## config.mk

```make
export PLATFORM = sky130hd
export DESIGN_NAME = wildcard_byte_pattern_search_unit
export DESIGN_NICKNAME = d
export VERILOG_FILES = /design/src/hdl/wbps_pkg.sv /design/src/hdl/wildcard_byte_pattern_search_unit.sv /design/src/hdl/wbps_cell.sv /design/src/hdl/wbps_out_buf.sv
export SDC_FILE = /design/constraint.sdc
export NUM_CORES = 1
export LEC_CHECK = 0
export BUFFER_PORTS_ARGS = -buffer_cell sky130_fd_sc_hd__buf_2
export CAP_MARGIN = 40
export CORE_AREA = 2 2 251 253
export CTS_CLUSTER_SIZE = 24
export DETAILED_ROUTE_END_ITERATION = 12
export DIE_AREA = 0 0 253 255
export HOLD_SLACK_MARGIN = 0.1
export PLACE_DENSITY = 0.56
export SETUP_SLACK_MARGIN = 0.2
export SYNTH_ARGS = -nofsm -noshare
export SYNTH_HDL_FRONTEND = slang
export SYNTH_SLANG_ARGS = --single-unit
```

## constraint.sdc

```tcl
create_clock -name clk -period 9.93 [get_ports clk]
set_input_delay 1.986 -clock clk [delete_from_list [all_inputs] [get_ports clk]]
set_output_delay 1.986 -clock clk [all_outputs]
set_load 0.02 [all_outputs]
```

## src/hdl/wbps_pkg.sv

```systemverilog
// wbps_pkg: types and constants shared by the wildcard byte pattern search unit
// register index codes, per-cell control bundle, result record
// no dependencies

package wbps_pkg;

	// configuration register indexes
	localparam int CFG_IDX_W  = 3;
	localparam int CFG_DATA_W = 64;

	typedef enum logic [CFG_IDX_W-1:0] {
		REG_PAT_LOW      = 3'd0,
		REG_PAT_MID_LOW  = 3'd1,
		REG_PAT_MID_HIGH = 3'd2,
		REG_PAT_HIGH     = 3'd3,
		REG_WILDCARD     = 3'd4,
		REG_LENGTH       = 3'd5,
		REG_BASE         = 3'd6
	} cfg_reg_t;

	// positions backed by the pattern and wildcard registers
	localparam int CFG_POSITIONS = 32;
	localparam int PATTERN_BITS  = CFG_POSITIONS * 8;
	localparam int LENGTH_W      = 6;
	// wide enough for the length register and for any pattern up to 64 positions
	localparam int LEN_EXT_W     = 7;
	localparam int OFFSET_W      = 32;
	localparam int RESULT_ADDR_W = 32;

	// control that every cell of the chain sees
	typedef struct packed {
		logic step;    // item taken and scan still live
		logic active;  // position lies inside the pattern length
		logic tail;    // position is the last one of the pattern
		logic wild;    // position matches any byte
	} wbps_cell_ctrl_t;

	typedef struct packed {
		logic                     found;
		logic [RESULT_ADDR_W-1:0] address;
	} wbps_result_t;

endpackage

```

## src/hdl/wildcard_byte_pattern_search_unit.sv

```systemverilog
// wildcard_byte_pattern_search_unit: top level of the wildcard byte pattern search
// configuration registers, chain of wbps_cell positions, scan state, wbps_out_buf
// depends on wbps_pkg, wbps_cell, wbps_out_buf
//
// usage
//   configuration: cfg_valid/cfg_ready with cfg_index and cfg_data; cfg_ready is always
//   high and one register is written per transfer. write only while no scan is in flight.
//   bytes: data_valid/data_stall carry data_byte, first_of_scan and last_of_scan. a
//   transfer with first_of_scan clears the offset and the partial matches and starts a
//   new scan with that byte at offset zero.
//   results: result_valid/result_stall carry match_found and match_address. each scan
//   reports once, at the first full match or, failing that, at its last byte; bytes
//   after the report are dropped until the next first_of_scan.
//   output: a byte's result is registered in the wbps_out_buf output register, or in its
//   skid entry while result_stall holds. throughput: one byte per cycle unless data_stall
//   is high; each position compares its pattern byte and takes its neighbor's bit at once.
//   stall: results go into a two-entry buffer; data_stall rises only when both entries
//   hold results, so bytes keep flowing while one result waits on result_stall.
//   reset: all configuration registers, partial matches, the offset and the buffer clear.

module wildcard_byte_pattern_search_unit
	import wbps_pkg::*;
#(
	parameter int MAX_PATTERN_LEN = 32,
	parameter int ADDRESS_BITS    = 32
) (
	input  logic                     clk,
	input  logic                     arst_n,
	// configuration write channel
	input  logic                     cfg_valid,
	output logic                     cfg_ready,
	input  logic [CFG_IDX_W-1:0]     cfg_index,
	input  logic [CFG_DATA_W-1:0]    cfg_data,
	// byte stream
	input  logic                     data_valid,
	output logic                     data_stall,
	input  logic [7:0]               data_byte,
	input  logic                     first_of_scan,
	input  logic                     last_of_scan,
	// results
	output logic                     result_valid,
	input  logic                     result_stall,
	output logic                     match_found,
	output logic [RESULT_ADDR_W-1:0] match_address
);

	// address bits kept in a report, and the mask that keeps them
	localparam int KEPT_BITS = (ADDRESS_BITS < RESULT_ADDR_W) ? ADDRESS_BITS : RESULT_ADDR_W;
	localparam logic [RESULT_ADDR_W-1:0] ADDR_MASK =
		RESULT_ADDR_W'(({(RESULT_ADDR_W+1){1'b0}} | 1) << KEPT_BITS) - RESULT_ADDR_W'(1);

	// configuration registers
	logic [PATTERN_BITS-1:0]   pattern_q;
	logic [CFG_POSITIONS-1:0]  wildcard_q;
	logic [LENGTH_W-1:0]       length_q;
	logic [RESULT_ADDR_W-1:0]  base_q;

	// scan state
	logic [OFFSET_W-1:0]       offset_q;
	logic                      finished_q;

	logic                      accept;
	logic                      live;
	logic [LEN_EXT_W-1:0]      eff_len;
	logic [OFFSET_W-1:0]       cur_off;
	logic [MAX_PATTERN_LEN-1:0] chain;
	logic [MAX_PATTERN_LEN-1:0] hits;
	logic                      hit_any;
	logic [RESULT_ADDR_W-1:0]  start_addr;
	logic                      res_valid;
	wbps_result_t              res;
	wbps_result_t              out_data;

	assign cfg_ready = 1'b1;

	always_ff @(posedge clk or negedge arst_n) begin
		if (!arst_n) begin
			pattern_q  <= '0;
			wildcard_q <= '0;
			length_q   <= '0;
			base_q     <= '0;
		end else if (cfg_valid && cfg_ready) begin
			case (cfg_index)
				REG_PAT_LOW:      pattern_q[63:0]    <= cfg_data;
				REG_PAT_MID_LOW:  pattern_q[127:64]  <= cfg_data;
				REG_PAT_MID_HIGH: pattern_q[191:128] <= cfg_data;
				REG_PAT_HIGH:     pattern_q[255:192] <= cfg_data;
				REG_WILDCARD:     wildcard_q         <= cfg_data[CFG_POSITIONS-1:0];
				REG_LENGTH:       length_q           <= cfg_data[LENGTH_W-1:0];
				REG_BASE:         base_q             <= cfg_data[RESULT_ADDR_W-1:0];
				default: ;
			endcase
		end
	end

	// lengths above the chain size are clamped to the chain
	always_comb begin
		if ({1'b0, length_q} > LEN_EXT_W'(MAX_PATTERN_LEN)) begin
			eff_len = LEN_EXT_W'(MAX_PATTERN_LEN);
		end else begin
			eff_len = {1'b0, length_q};
		end
	end

	assign accept  = data_valid & ~data_stall;
	// a scan is live unless it already reported; a new scan always is
	assign live    = accept & (first_of_scan | ~finished_q);
	assign cur_off = first_of_scan ? '0 : offset_q;

	// chain of cells, position 0 always sees a fresh candidate
	for (genvar i = 0; i < MAX_PATTERN_LEN; i++) begin : g_cell
		wbps_cell_ctrl_t ctrl;
		logic            link_in;
		logic [7:0]      pat_byte;

		if (i == 0) begin : g_head
			assign link_in = 1'b1;
		end else begin : g_link
			// a new scan drops all partial matches
			assign link_in = ~first_of_scan & chain[i-1];
		end

		if (i < CFG_POSITIONS) begin : g_cfg
			assign pat_byte  = pattern_q[8*i +: 8];
			assign ctrl.wild = wildcard_q[i];
		end else begin : g_fixed
			// positions past the registers: byte zero, never wild
			assign pat_byte  = 8'h00;
			assign ctrl.wild = 1'b0;
		end

		assign ctrl.step   = live;
		assign ctrl.active = LEN_EXT_W'(i) < eff_len;
		assign ctrl.tail   = LEN_EXT_W'(i) == (eff_len - LEN_EXT_W'(1));

		wbps_cell u_cell (
			.clk      (clk),
			.arst_n   (arst_n),
			.ctrl     (ctrl),
			.link_in  (link_in),
			.data_byte(data_byte),
			.pat_byte (pat_byte),
			.link_out (chain[i]),
			.hit      (hits[i])
		);
	end

	assign hit_any = |hits;

	// match starts length-1 bytes before the current one
	assign start_addr = base_q + cur_off - RESULT_ADDR_W'(eff_len - LEN_EXT_W'(1));

	assign res_valid   = live & (hit_any | last_of_scan);
	assign res.found   = hit_any;
	assign res.address = hit_any ? (start_addr & ADDR_MASK) : '0;

	always_ff @(posedge clk or negedge arst_n) begin
		if (!arst_n) begin
			offset_q   <= '0;
			finished_q <= 1'b0;
		end else if (live) begin
			offset_q   <= cur_off + OFFSET_W'(1);
			finished_q <= res_valid;
		end
	end

	wbps_out_buf u_out_buf (
		.clk      (clk),
		.arst_n   (arst_n),
		.push     (res_valid),
		.push_data(res),
		.full     (data_stall),
		.out_valid(result_valid),
		.out_stall(result_stall),
		.out_data (out_data)
	);

	assign match_found   = out_data.found;
	assign match_address = out_data.address;

	// a report closes the scan
	a_report_closes_scan: assert property (@(posedge clk) disable iff (!arst_n)
		res_valid |=> finished_q)
		else $error("scan not closed after its report");

	// a found report needs a nonzero pattern length
	a_found_needs_length: assert property (@(posedge clk) disable iff (!arst_n)
		(res_valid && res.found) |-> (eff_len != '0))
		else $error("match reported with zero pattern length");

	// byte side only stalls while a result is waiting at the output
	a_stall_has_result: assert property (@(posedge clk) disable iff (!arst_n)
		data_stall |-> result_valid)
		else $error("byte stall without a pending result");

	// a finished scan ignores bytes until the next start
	a_finished_silent: assert property (@(posedge clk) disable iff (!arst_n)
		(accept && finished_q && !first_of_scan) |=> $stable(offset_q))
		else $error("offset moved after the scan reported");

endmodule

```

## src/hdl/wbps_cell.sv

```systemverilog
// wbps_cell: one pattern position of the shift-and chain
// holds one partial match bit and passes it to the next position
// depends on wbps_pkg

module wbps_cell
	import wbps_pkg::*;
(
	input  logic            clk,
	input  logic            arst_n,
	input  wbps_cell_ctrl_t ctrl,
	input  logic            link_in,
	input  logic [7:0]      data_byte,
	input  logic [7:0]      pat_byte,
	output logic            link_out,
	output logic            hit
);

	logic match_q;
	logic match_d;

	// prefix up to the previous position matched and this position accepts the byte
	assign match_d = link_in & ctrl.active & (ctrl.wild | (pat_byte == data_byte));
	assign hit      = ctrl.tail & match_d;
	assign link_out = match_q;

	always_ff @(posedge clk or negedge arst_n) begin
		if (!arst_n) begin
			match_q <= 1'b0;
		end else if (ctrl.step) begin
			match_q <= match_d;
		end
	end

endmodule

```

## src/hdl/wbps_out_buf.sv

```systemverilog
// wbps_out_buf: two-entry result buffer, output register plus skid entry
// lets the scan take bytes while a result waits on a stalled receiver
// depends on wbps_pkg

module wbps_out_buf
	import wbps_pkg::*;
(
	input  logic         clk,
	input  logic         arst_n,
	input  logic         push,
	input  wbps_result_t push_data,
	output logic         full,
	output logic         out_valid,
	input  logic         out_stall,
	output wbps_result_t out_data
);

	logic         head_valid_q;
	wbps_result_t head_q;
	logic         skid_valid_q;
	wbps_result_t skid_q;
	logic         head_free;

	assign head_free = ~head_valid_q | ~out_stall;
	assign full      = skid_valid_q;
	assign out_valid = head_valid_q;
	assign out_data  = head_q;

	always_ff @(posedge clk or negedge arst_n) begin
		if (!arst_n) begin
			head_valid_q <= 1'b0;
			skid_valid_q <= 1'b0;
		end else if (head_free) begin
			if (skid_valid_q) begin
				head_valid_q <= 1'b1;
				skid_valid_q <= push;
			end else begin
				head_valid_q <= push;
			end
		end else if (push) begin
			skid_valid_q <= 1'b1;
		end
	end

	always_ff @(posedge clk) begin
		if (head_free) begin
			if (skid_valid_q) begin
				head_q <= skid_q;
				skid_q <= push_data;
			end else begin
				head_q <= push_data;
			end
		end else if (push) begin
			skid_q <= push_data;
		end
	end

endmodule
```

======== Word level (Yosys, flattened, before mapping) ========
Index checks and enable logic that the tools add are counted.
Widths: inputs -> output; s select.
word-level totals
  register bits ........................... 458
  bits in read-only memories .............. 0
  memories ................................ 0
  logic and storage cells ................. 346
  latch bits .............................. 0
  input port bits ......................... 82
  bits in writable memories ............... 0
  output and inout port bits .............. 36
operators by class
  $mul .................................... 0
  equality and inequality tests ........... 70
  div/mod/pow operators ................... 0
  magnitude comparators ................... 33
  reductions and logical operators ........ 12
  shifts and indexed selects .............. 0
  add/subtract/negate cells ............... 5
  muxes and demuxes ....................... 11
  bitwise operators ....................... 169
operators by type and width
  cell                   count
  $eq 8x8->1             32
  $mux 33                4
  $and 1x1->1            129
  $eq 5x7->1 const A     16
  $lt 5x7->1 const A     16
  $mux 32                2
  $eq 4x7->1 const A     8
  $lt 4x7->1 const A     8
  $or 1x1->1             35
  $add 32x1->32 const B  1
  $add 32x32->32         1
  $reduce_or 32->1       1
  $sub 32x32->32         1
  $eq 3x7->1 const A     4
  $lt 3x7->1 const A     4
  $reduce_and 2->1       8
  $eq 2x7->1 const A     2
  $lt 1x7->1 const A     2
  $lt 2x7->1 const A     2
  $eq 3x3->1 const B     3
  $sub 7x1->8 const B    1
  $eq 1x7->1 const A     1
  $logic_not 7->1        1
  $sub 7x1->7 const B    1
  9 further kinds        17

======== Logic depth before layout (Yosys ltp) ========
  depth in word-level cells ............... 11
  gate-level depth with buffers ........... 19
  gate-level depth less buffers ........... 16

======== Modules after synthesis ========
From an unflattened synthesis, not the netlist that was laid out.
second synthesis, totals
  cells, all modules ...................... 2124
  area, all modules ....................... 24627.4 sq um
by module, submodules not included
  module                             seq. area each (sq um)  area each (sq um)  instances  cells an instance
  wildcard_byte_pattern_search_unit  8983.6                  17659.4            1          1469
  wbps_cell                          25.0                    136.4              32         17
  wbps_out_buf                       2031.9                  2603.7             1          111

======== Worst setup path after synthesis ========
OpenSTA, ideal clock, no wires.
  kind .................................... reg2reg
  start ................................... register length_q[5]
  end ..................................... register u_out_buf.head_q, in the netlist u_out_buf.out_data[28], data pin
  setup slack ............................. 3.467 ns
  library setup time ...................... 0.277 ns
  arrival ................................. 6.186 ns
  cell stages (with the launch flop) ...... 16
  period minus slack after synthesis ...... 6.463 ns
  required time ........................... 9.653 ns
  path buffers ............................ 0
  cell sequence ........................... dfrtp_1 nor2_1 nand2_1 nor3_1 fa_1 inv_1 ha_1 and2_1 and3_1 a221o_1 o211ai_2 a41oi_2 a41oi_2 a21oi_1 a2111oi_2 o31ai_2
on the way
  word-level cells in the longest chain between the ends .. 9
  elaborated cells on any way between the ends .. 167
  those cells by class .................... add/sub (3); order compare (33); eq/ne (31); mux (3); bitwise (95); reduce/logical (2)
RTL lines
  item                                                    RTL line                                  RTL
  start, declared                                         wildcard_byte_pattern_search_unit.sv:55   logic [LENGTH_W-1:0] length_q;
  start signal, assigned                                  wildcard_byte_pattern_search_unit.sv:89   REG_LENGTH: length_q <= cfg_data[LENGTH_W-1:0];
  $gt 6x6->1                                              wildcard_byte_pattern_search_unit.sv:98   if ({1'b0, length_q} > LEN_EXT_W'(MAX_PATTERN_LEN)) begin
  $mux 6 *                                                wildcard_byte_pattern_search_unit.sv:98
  branches (longest 5 deep; another with $sub 32x32->32)  --
  $mux 32 *                                               wildcard_byte_pattern_search_unit.sv:155  assign res.address = hit_any ? (start_addr & ADDR_MASK) : '0;
  $mux 33 *                                               wbps_out_buf.sv:47                        if (skid_valid_q) begin
  end signal, assigned                                    wbps_out_buf.sv:48                        head_q <= skid_q;
  end signal, assigned                                    wbps_out_buf.sv:51                        head_q <= push_data;
  end, declared                                           wbps_out_buf.sv:19                        wbps_result_t head_q;
Every way passes the cells marked *.
A chain may end at the register's enable or synchronous reset.

======== Worst setup path after layout ========
  start ................................... input first_of_scan
  end ..................................... register u_out_buf.head_q, in the netlist u_out_buf.out_data[28], data pin
on the way
  word-level cells in the longest chain between the ends .. 8
  elaborated cells on any way between the ends .. 131
  those cells by class .................... add/sub (2); mux (3); bitwise (125); reduce/logical (1)
RTL lines
  item                                                    RTL line                                  RTL
  start, declared                                         wildcard_byte_pattern_search_unit.sv:38   input logic first_of_scan,
  branches (longest 6 deep; another with $add 32x32->32)  --
  $mux 32 *                                               wildcard_byte_pattern_search_unit.sv:155
  $mux 33 *                                               wbps_out_buf.sv:47
Marked as above.

==> metrics.txt <==
number of synthesized flops with an enable pin 66; Post-DP HPWL 41,500 um; Clock Tree Buf Depth 3; Fin Setup TNS 0 ns; register area share after synthesis 0.482; Switch Pwr 2.20 mW; Cell Area, Placed 0.0258 mm2; critical path class in -> reg; FF/Latch Area 0.0118 mm2; post-CTS sizing 0; CP endpoint kind flip-flop; die height 255 um; Leak Pwr 11.7 nW; Slowest-stage cell, CP fa_1; initial antenna violation count 2; fmax 0.179 GHz; hold-fix buffer count after cts 0; Worst Skew roughly 0.037 ns; setup violators final 0; total global routing track utilization 0.196; Syn Area/Cell 11.8 um2; fin area approximately 0.027 mm2; layout cells sized above 1 0.279; H-tree depth 2; Async SR Flop Fraction 0.856; total number of yosys warnings 0; synth cell count leaders dfrtp_1, mux2_2, xor2_1, nand2_1, inv_1; drt drc 0; antenna cells 0; multi-input logic area 0.0117 mm2; Post-CTS Setup Repair Bufs 0; num ports 118; Max-Cap Viols 0; Crit Path Max Fanout 20; Reg clk slew, reported paths roughly 0.060 ns; Filler cells 5,881; crit-path max cell delay 0.54 ns; Clock Sinks 458; vias in the first global route 16.3k; Via Count 15.8k; crit path from first_of_scan; Vias/cell approximately 5.3; Post-Syn Nets 2,229; Cell Pwr Density 236 mW/mm2; Area Growth Syn to Fin 12.2%; largest net degree at the start of global routing 163; initial core utilization 0.394; M1 GR Usage 0.277; total power about 6.5 mW; global routing met3 resource utilization 0.0244; nets@finish 2,316; Mapped Cells 2,077; Final Cycle Share 0.563; drt pass-1 iters 6; PortBufs 116; die area between 0.06 and 0.07 mm2; core area between 0.06 and 0.07 mm2; Total Wirelength 62,100 um; combinational power share 0.316; 1st-iter DRT viols 777; synth unique cells 77; RSZ-0062 raised after global routing false; Hold Violations, Final 0; hold path start offset_q[4]; Top FF cell, synth dfrtp_1; Post-Syn Area 0.0245 mm2; VDD IR max 0.135 mV; clock share of power 0.286; sequential power share 0.398; Critical Path AT 5.90 ns; most frequent cell after synthesis dfrtp_1; Yosys reg bits 458; first-pass GRT wire length approximately 98,000 um; sw frac 0.340; Slew @ Worst Pin 0.932 ns; GR Util met2 0.317; max_slew headroom 0.379; die width about 250 um; GPL Wtd Cong between 0.8 and 0.9; top cell type's share of synthesized area 0.401; TritonCTS clock tree yes; cell internal pwr 4.28 mW; floorplan row count 92; worst-path cell chain buf_2, nor2b_1, fa_1, fa_1, a211o_1, a211oi_1, nor3_1, o211ai_2, a41oi_2, a41oi_2, a21oi_1, a2111oi_2, o31ai_2; wire per inst 20.7 um; Num CTS Buffers 51; Tmin final 5.59 ns; CP Launch Type input port; fin. max-slew vios 0; synth top area cells dfrtp_1, mux2_2, xor2_1; Final ANT Viol Nets 0; status finished clean; required time worst endpoint 10.24 ns; HP Class reg -> reg; final global-route overflow total 0; most used routing layer met2; Root Buffer clkbuf_16; Skew-Pair Late Insertion Delay 0.62 ns; most area-hungry cell type in the Yosys netlist dfrtp_1; reg2reg start length_q[5]
power groups by stage:
stage | Clock (mW) | Sequential (mW) | Combinational [mW]
2_1_floorplan | 0 | 2.62 | 1.51
3_3_place_gp | 0 | 2.60 | 2.02
3_5_place_dp | 0 | 2.62 | 2.06
4_1_cts | 1.90 | 2.58 | 2.07
5_1_grt | 1.98 | 2.63 | 2.28
6_report | 1.86 | 2.58 | 2.05
through the flow:
step / util / hold slack (ns) / std cells / setup WS, ns
finish: 0.442 / 0.472 / 3002 / 4.34
global route: 0.442 / 0.503 / 3002 / 3.99
CTS: 0.442 / 0.471 / 3002 / 4.30
detailed placement: 0.415 / 0.463 / 2910 / 3.64
global placement: 0.413 / 0.459 / 2903 / 3.30
floorplan: - / 0.435 / 2077 / 3.47
per-layer routing:
layer,share of wire,vias to the layer above,wire length [um]
met4,0.023,4,1410
met3,0.034,82,2100
met1,0.48,8087,29900
met2,0.46,272,28600
met5,0.00039,-,24
li1,-,7397,-
worst paths after layout:
path	to	slack, ns	cells past startpoint
setup / recovery	u_out_buf.out_data[28]	4.34	13
hold / removal	offset_q[4]	0.47	1
setup reg to reg	u_out_buf.out_data[28]	4.55	16
hold reg to reg	offset_q[4]	0.47	1
max in group asynchronous	base_q[30]	7.10	2
min in group asynchronous	pattern_q[70]	1.41	1
critical path: cells and delay by family:
| kind | cells | cell delay, ns |
|---|---|---|
| AND/OR/NAND/NOR | 2 | 0.31 |
| adder cells (fa/ha/maj) | 2 | 1.04 |
| buffers and inverters | 1 | 0.37 |
| AO/OA/AOI/OAI | 8 | 2.20 |
logic make-up (layout without fill, tap and decap cells):
family / count (synthesis) / in the layout / synth area share
adders and majority gates: 70 / 70 / 0.0453
DFF: 458 / 458 / 0.482
other: 1 / 1 / 0.000153
and+or+nand+nor: 435 / 435 / 0.0897
AOI/OAI and AO/OA: 243 / 243 / 0.0737
muxes: 336 / 336 / 0.154
buffers and inverters: 221 / 347 / 0.0430
xor gates and xnor gates: 313 / 313 / 0.112
registers in the layout, summed over array words and instances, names as in the netlist:
register,flops
u_out_buf.skid_q,33
g_cell.u_cell.link_out,31
pattern_q,256
finished_q,1
u_out_buf.full,1
base_q,32
u_out_buf.out_data,33
u_out_buf.out_valid,1
offset_q,32
wildcard_q,32
length_q,6
final cells by class:
class | instances | share of cell area
clock buffers | 77 | 0.0545
clock inverters | 15 | 0.00529
flip-flops and latches | 458 | 0.430
repair buffers | 146 | 0.0341
well taps | 799 | 0.0364
inverters | 109 | 0.0149
multi-input cells | 1398 | 0.425
placed cells by master, fill, tap and decap left out, types with 5 or more instances in the layout:
master / n
dfrtp_1: 391
mux2_2: 334
xor2_1: 242
nand2_1: 131
buf_2: 115
inv_1: 109
nor2_1: 91
xnor2_1: 71
a21oi_1: 67
edfxtp_1: 66
nor4_1: 64
clkbuf_16: 52
ha_1: 39
nand2b_1: 35
o21ai_0: 31
fa_1: 31
o31ai_2: 26
buf_4: 22
nand3_1: 19
nor3_1: 18
nand4_1: 15
clkbuf_1: 15
a21o_1: 14
nor2b_1: 13
o31ai_1: 13
a211oi_1: 10
clkbuf_8: 10
and3_1: 8
a22o_1: 8
a22oi_1: 7
a31oi_1: 7
clkinv_2: 7
nor3b_1: 6
o41ai_1: 6
nor3_2: 5
o21a_1: 5
nand4b_1: 5
o211ai_1: 5
(Power assumes the default switching activity.)
